$ cat src/rtl/mhpq_pkg.sv
// mhpq_pkg: shared types, constants and helpers for the min-heap priority queue
`default_nettype none

package mhpq_pkg;

   localparam int MAX_LEVELS   = 6;
   localparam int KEY_BITS     = 32;
   localparam int PAYLOAD_BITS = 32;
   localparam int LEVEL_BITS   = 3;
   localparam int COUNT_BITS   = MAX_LEVELS;
   localparam int ADDR_BITS    = MAX_LEVELS;
   localparam int HEAP_DEPTH   = (1 << MAX_LEVELS) - 1;

   localparam logic [LEVEL_BITS-1:0] LEVELS_RESET = LEVEL_BITS'(MAX_LEVELS);

   localparam logic CMD_ENQUEUE = 1'b0;
   localparam logic CMD_DEQUEUE = 1'b1;

   localparam logic [1:0] STATUS_DONE      = 2'd0;
   localparam logic [1:0] STATUS_REJ_FULL  = 2'd1;
   localparam logic [1:0] STATUS_REJ_EMPTY = 2'd2;

   typedef struct packed {
      logic                           command;
      logic signed [KEY_BITS-1:0]     key_in;
      logic        [PAYLOAD_BITS-1:0] payload_in;
   } req_type;

   typedef struct packed {
      logic        [1:0]              status;
      logic signed [KEY_BITS-1:0]     key_out;
      logic        [PAYLOAD_BITS-1:0] payload_out;
      logic                           now_empty;
      logic        [COUNT_BITS-1:0]   entry_count;
   } rsp_type;

   typedef struct packed {
      logic signed [KEY_BITS-1:0]     key;
      logic        [PAYLOAD_BITS-1:0] payload;
   } entry_type;

   // controller to datapath
   typedef struct packed {
      logic load;
      logic up_step;
      logic dn_take;
      logic dn_step;
      logic finish;
   } ctrl_cmd_type;

   // datapath to controller
   typedef struct packed {
      logic enq_ok;
      logic deq_ok;
      logic up_swap;
      logic dn_swap;
      logic now_zero;
   } dp_sts_type;

   // usable slots for a level setting, clamped to one through MAX_LEVELS
   function automatic logic [COUNT_BITS-1:0] capacity(input logic [LEVEL_BITS-1:0] levels);
      logic [LEVEL_BITS-1:0] lv;
      lv = levels;
      if (lv == '0) begin
         lv = LEVEL_BITS'(1);
      end else if (lv > LEVEL_BITS'(MAX_LEVELS)) begin
         lv = LEVEL_BITS'(MAX_LEVELS);
      end
      return {COUNT_BITS{1'b1}} >> (LEVEL_BITS'(MAX_LEVELS) - lv);
   endfunction

endpackage

`default_nettype wire

$ cat src/rtl/mhpq_ctrl.sv
// mhpq_ctrl: sequencer for enqueue sift-up and dequeue sift-down
`default_nettype none

module mhpq_ctrl
   import mhpq_pkg::*;
(
   input  wire logic         clock,
   input  wire logic         reset,
   input  wire logic         req_valid,
   output logic              req_ready,
   output logic              rsp_valid,
   input  wire logic         rsp_ready,
   output ctrl_cmd_type      cmd,
   input  wire dp_sts_type   sts
);

   localparam logic [2:0] ST_IDLE    = 3'd0;
   localparam logic [2:0] ST_UP      = 3'd1;
   localparam logic [2:0] ST_DN_TAKE = 3'd2;
   localparam logic [2:0] ST_DN      = 3'd3;
   localparam logic [2:0] ST_FINISH  = 3'd4;

   logic [2:0] state_ff, state_in;
   logic       rsp_valid_ff, rsp_valid_in;

   always_comb begin
      state_in     = state_ff;
      rsp_valid_in = rsp_valid_ff && !rsp_ready;
      cmd          = '0;
      req_ready    = 1'b0;
      unique case (state_ff)
         ST_IDLE: begin
            req_ready = 1'b1;
            if (req_valid) begin
               cmd.load = 1'b1;
               if (sts.enq_ok) begin
                  state_in = ST_UP;
               end else if (sts.deq_ok) begin
                  state_in = ST_DN_TAKE;
               end else begin
                  state_in = ST_FINISH;
               end
            end
         end
         ST_UP: begin
            cmd.up_step = 1'b1;
            if (!sts.up_swap) begin
               state_in = ST_FINISH;
            end
         end
         ST_DN_TAKE: begin
            cmd.dn_take = 1'b1;
            state_in    = sts.now_zero ? ST_FINISH : ST_DN;
         end
         ST_DN: begin
            cmd.dn_step = 1'b1;
            if (!sts.dn_swap) begin
               state_in = ST_FINISH;
            end
         end
         ST_FINISH: begin
            if (!rsp_valid_ff || rsp_ready) begin
               cmd.finish   = 1'b1;
               rsp_valid_in = 1'b1;
               state_in     = ST_IDLE;
            end
         end
         default: begin
            state_in = ST_IDLE;
         end
      endcase
   end

   always_ff @(posedge clock) begin
      if (reset) begin
         state_ff     <= ST_IDLE;
         rsp_valid_ff <= 1'b0;
      end else begin
         state_ff     <= state_in;
         rsp_valid_ff <= rsp_valid_in;
      end
   end

   assign rsp_valid = rsp_valid_ff;

endmodule

`default_nettype wire

$ cat config.mk
export PLATFORM = sky130hd
export DESIGN_NAME = mhpq_ctrl
export DESIGN_NICKNAME = d
export VERILOG_FILES = /design/src/rtl/mhpq_pkg.sv /design/src/rtl/mhpq_ctrl.sv
export SDC_FILE = /design/constraint.sdc
export NUM_CORES = 1
export LEC_CHECK = 0
export BUFFER_PORTS_ARGS = -buffer_cell sky130_fd_sc_hd__buf_2
export CORE_AREA = 3 3 40 42
export DETAILED_ROUTE_END_ITERATION = 8
export DIE_AREA = 0 0 43 45
export SYNTH_ARGS = -nofsm -noshare
export SYNTH_HDL_FRONTEND = slang
export SYNTH_SLANG_ARGS = --single-unit
$ cat constraint.sdc
create_clock -name clock -period 2.5 [get_ports clock]
set_clock_uncertainty 0.1 [all_clocks]
set_input_delay 0.375 -clock clock [delete_from_list [all_inputs] [get_ports clock]]
set_output_delay 0.375 -clock clock [all_outputs]
set_load 0.05 [all_outputs]
==> results.json, run 1 <==
{
  "rsz0062_at_grt": "false",
  "synth_cells": 37,
  "status": "completed",
  "met1_length_um": 362,
  "clkLatencyLatePin_ns": 0.23,
  "met2_length_um": 316,
  "drive_above_1_share_pct": 44.23,
  "slew_viol_final": 0,
  "finalCritPeriodShare_pct": 81.04,
  "cts_tree": "yes",
  "vdd_ir_drop_max_uv": 213.8,
  "fp-row-count": 13,
  "maxCapViolations": 0,
  "powerDensity_nw_per_um2": 733.0,
  "drc": 0,
  "synth_area_leaders": "dfxtp_1, nand3b_1, a21oi_4, o41ai_2, nor3b_1",
  "dieArea_um2": 1935,
  "fmax_mhz": 493.6,
  "utilization_pct": 33.59,
  "highest_layer": "met4",
  "ant_nets": 0,
  "crit_chain": "or3b_1 > nor2b_1 > buf_2",
  "yosysTopAreaCell": "dfxtp_1",
  "cp_slowest_cell": "dfxtp_1",
  "synth_compound_area_share_pct": 24.72,
  "ctsHoldBuffers": 0,
  "syn_avg_cell_area_um2": 9.029,
  "dr.first_iter.drc_count": 4,
  "clk_path_buf_depth": 2,
  "hpwlAfterDp_um": 574.1,
  "yosysMostFrequentCell": "dfxtp_1",
  "p_leak_nw": 0.1834,
  "crit_family": "flip-flops",
  "grt_max_degree": 15,
  "synth_xor_area_share_pct": 0,
  "cts_buffers": 3,
  "track_usage_pct": 9.076,
  "setup.worst_path.end_class": "primary output",
  "cp_max_fo": 11,
  "clkTransAtPathRegs_ns": 0.04,
  "netlist_top_cells_count": "dfxtp_1, nand3b_1",
  "cts_sinks": 4,
  "die_y_um": 45,
  "arrival_ns": 1.55,
  "ys.flop_type": "dfxtp_1",
  "yosysWarnings": 0,
  "hold_viol": 0,
  "place_congestion": 0.7156,
  "postCtsSetupRepairBufs": 0,
  "synth_top_family_by_area": "simple AND/OR/NAND/NOR gates",
  "fin_setup_tns_ns": 0,
  "relSlewSlack_pct": 68.31,
  "avgRoutedWirePerCell_um": 11.54,
  "worstPathRequired_ns": 2.03,
  "crit_type": "reg -> out",
  "wl_met3_um": 54,
  "synthAdderAreaFrac_pct": 0,
  "syn_nets": 46,
  "synthDistinctLibCells": 28,
  "async_flop_share_pct": 0,
  "port_buffers": 15,
  "synthMuxAreaShare_pct": 2.996,
  "synth_top_area_share_pct": 23.97,
  "area_growth_pct": 29.21,
  "crit_buf_inv": 1,
  "holdWs_ns": 0.2702,
  "syn-cell-area_um2": 334.1,
  "hold_path_class": "in -> reg",
  "cts_resized": 0,
  "cts_root_buf": "clkbuf_4",
  "worstMarginPinSlew_ns": 0.4747,
  "grt_first_pass_wirelength_mm": 1.179,
  "n_antenna_cell": 0,
  "grt_pass1_vias": 286,
  "vias": 334,
  "fp.dieW_um": 43,
  "layout.nets": 63,
  "seq_area_frac_synth_pct": 23.97,
  "yosys.area_share.simple_pct": 40.07,
  "dr.pass1.iters": 4,
  "fp.coreArea_um2": 1285,
  "antenna_found_initial": 0,
  "finalSetupViolCount": 0,
  "initial_utilization_pct": 26.00,
  "ios": 16,
  "synth-edff-count": 0,
  "cp_slowest_stage_delay_ns": 0.54,
  "cts.htree.levels": 1,
  "viasPerCell": 4.985,
  "ys_ff_latch": 4,
  "wl_um": 773,
  "period_minus_slack_ns": 2.026,
  "overflow": 0,
  "worstSetupStartpointType": "register"
}
==> sequential cells by signal, summed over array words and instances (netlist names) <==
signal / cells
state_ff: 3
rsp_valid: 1
==> routing by layer <==
layer	vias up	global-route usage, %
met5	-	0
met4	0	10.84
met3	4	2.789
met2	16	11.38
met1	143	11.08
li1	171	-
==> placed cells by master (no fill, tap or decap) <==
master / Yosys / final
a211oi_1: 1 / 1
a21oi_1: 1 / 1
a21oi_2: 1 / 1
a21oi_4: 1 / 1
a22oi_1: 1 / 1
and2_1: 1 / 1
and3b_1: 1 / 1
buf_2: 1 / 15
clkbuf_4: 0 / 3
dfxtp_1: 4 / 4
inv_1: 1 / 1
mux2i_1: 1 / 1
nand2b_1: 1 / 1
nand3_1: 1 / 1
nand3b_1: 3 / 3
nand4bb_1: 1 / 1
nor2_1: 1 / 1
nor2b_1: 2 / 2
nor3_1: 2 / 1
nor3_2: 0 / 1
nor3b_1: 2 / 2
o21ai_0: 1 / 1
o31ai_1: 1 / 1
o41ai_1: 1 / 1
o41ai_2: 1 / 1
or3_1: 2 / 2
or3_4: 1 / 1
or3b_1: 1 / 1
==> worst paths after layout <==
kind,from,endpoint,slack (ns),depth (start not counted)
setup / recovery,state_ff[2],cmd[0],0.47,3
setup reg to reg,state_ff[1],state_ff[1],0.98,4
hold / removal,reset,rsp_valid,0.27,2
hold reg to reg,rsp_valid,rsp_valid,0.43,2
==> cell type report <==
| cell class | instances | area, um2 |
|---|---|---|
| sequential | 4 | 80.08 |
| fill | 147 | 853.3 |
| inverter | 1 | 3.754 |
| multi-input combinational | 29 | 231.5 |
| clock buffer | 3 | 22.52 |
| timing repair buffer | 15 | 75.07 |
| tap | 15 | 18.77 |
==> stage by stage <==
stage / area, um2 / worst slack [ns] / total power (W) / std cells
floorplan: 339.1 / 0.2905 / 0.0002148 / 37
global placement: 409.1 / 0.7364 / 0.0002368 / 64
detailed placement: 409.1 / 0.7195 / 0.0002377 / 64
CTS: 431.7 / 0.4611 / 0.0003219 / 67
global route: 431.7 / 0.3593 / 0.0003361 / 67
finish: 431.7 / 0.4741 / 0.0003164 / 67
==> cell families (layout without fill, tap and decap cells) <==
logic type	Yosys count	after routing
and+or+nand+nor	19	19
AOI/OAI and AO/OA	9	9
DFF	4	4
buffers and inverters	4	19
muxes	1	1
==> power by group <==
group          internal (W)   total, W  switching, W
clock             0.0000537  0.0000801     0.0000264
combinational     0.0000485   0.000141     0.0000925
sequential        0.0000726  0.0000954     0.0000228
(Power assumes the default switching activity.)
==> inputs of run 2 (changes only) <==
Clock period 2.5 ns to 1.75 ns, I/O delays scaled along.
==> results.json, run 2 (synthesis results as in run 1) <==
{
  "postLayoutCellArea_um2": 469.2,
  "worstMarginPinSlew_ns": 0.2627,
  "period_minus_slack_ns": 1.663,
  "worstPathRequired_ns": 1.39,
  "dieArea_um2": 1935,
  "antenna_found_initial": 0,
  "hold_viol": 0,
  "cts.htree.levels": 1,
  "cts_buffers": 3,
  "dr.first_iter.drc_count": 13,
  "ctsHoldBuffers": 0,
  "dr.pass1.iters": 4,
  "postCtsSetupRepairBufs": 0,
  "clkTransAtPathRegs_ns": 0.04,
  "fp.dieW_um": 43,
  "fp.coreArea_um2": 1285,
  "die_y_um": 45,
  "grt_pass1_vias": 298,
  "arrival_ns": 1.30,
  "cts_tree": "yes",
  "utilization_pct": 36.51,
  "n_antenna_cell": 0,
  "ant_nets": 0,
  "layout.nets": 67,
  "most-common-layout-cells": "buf_2, buf_4, dfxtp_1",
  "relSlewSlack_pct": 82.48,
  "powerDensity_nw_per_um2": 996.4,
  "grt_max_degree": 12,
  "clkLatencyLatePin_ns": 0.23,
  "setup.worst_path.end_class": "primary output",
  "vdd_ir_drop_max_uv": 282.3,
  "worstSetupStartpointType": "register",
  "port_buffers": 15,
  "initial_utilization_pct": 26.00,
  "slew_viol_final": 0,
  "overflow": 0,
  "cp_max_fo": 3,
  "hold_path_class": "in -> reg",
  "status": "completed",
  "regMostFlops": "state_ff",
  "wl_um": 741,
  "clk_path_buf_depth": 2,
  "grt_first_pass_wirelength_mm": 1.214,
  "fp-row-count": 13,
  "fmax_mhz": 601.5,
  "p_leak_nw": 0.2102,
  "pre_cts_ws_ns": 0.2841,
  "cts_root_buf": "clkbuf_4",
  "vias": 349,
  "cts_resized": 0,
  "finalCritPeriodShare_pct": 95.01,
  "track_usage_pct": 8.389,
  "largest_reg_flops": 3,
  "avgRoutedWirePerCell_um": 10.44,
  "viasPerCell": 4.915,
  "finalSetupViolCount": 0,
  "placed_area_um2": 446.7,
  "crit_type": "reg -> out",
  "final_common_cell": "buf_2",
  "setup_slack_ns": 0.08739,
  "drc": 0,
  "cts_sinks": 4,
  "rsz0062_at_grt": "false",
  "place_congestion": 0.8016,
  "area_growth_pct": 40.45,
  "ios": 16,
  "drive_above_1_share_pct": 51.79,
  "maxCapViolations": 0
}
==> run 2: cell type report <==
type                    count  area (um2)
repair buffers             19       105.1
fillers                   150       815.8
inverters                   1       3.754
multi-input cells          29       239.0
well taps                  15       18.77
clock buffers               3       22.52
flip-flops and latches      4       80.08
==> run 2: worst max-delay path, stage by stage (launching register included) <==
cell     delay (ns)
dfxtp_1        0.31
or3b_1         0.40
nor2b_2        0.11
buf_2          0.26
==> run 2: metrics by stage <==
| stage | instances | hold WS (ns) | TNS (ns) | total power [W] |
|---|---|---|---|---|
| 4_1_cts | 71 | 0.1649 | 0 | 0.0004750 |
| 3_5_place_dp | 68 | 0.3975 | 0 | 0.0003622 |
| 5_1_grt | 71 | 0.1783 | 0 | 0.0004989 |
| 3_3_place_gp | 68 | 0.3922 | 0 | 0.0003602 |
| 6_report | 71 | 0.1744 | 0 | 0.0004675 |
| 2_1_floorplan | 37 | 0.2316 | -0.6108 | 0.0003101 |
==> run 2: layer usage <==
metal / routed length, um / global-route usage (%) / up-vias
met3: 86 / 2.789 / 0
met5: 0 / 0 / -
met4: 0 / 3.614 / 0
met2: 304 / 11.98 / 18
li1: - / - / 180
met1: 350 / 11.48 / 151
==> run 2: worst paths after layout <==
check | start | end | slack [ns] | depth (start not counted)
hold reg to reg | rsp_valid | rsp_valid | 0.40 | 2
setup / recovery | state_ff[1] | cmd[0] | 0.09 | 3
hold / removal | reset | rsp_valid | 0.17 | 2
setup reg to reg | state_ff[1] | state_ff[1] | 0.28 | 5
==> run 2: where the power goes <==
group / leakage (nW) / internal (W) / switching (W) / total, W
clock: 0.0138 / 0.0000763 / 0.0000316 / 0.000108
combinational: 0.164 / 0.0000855 / 0.000165 / 0.000250
sequential: 0.0327 / 0.000104 / 0.00000570 / 0.000109
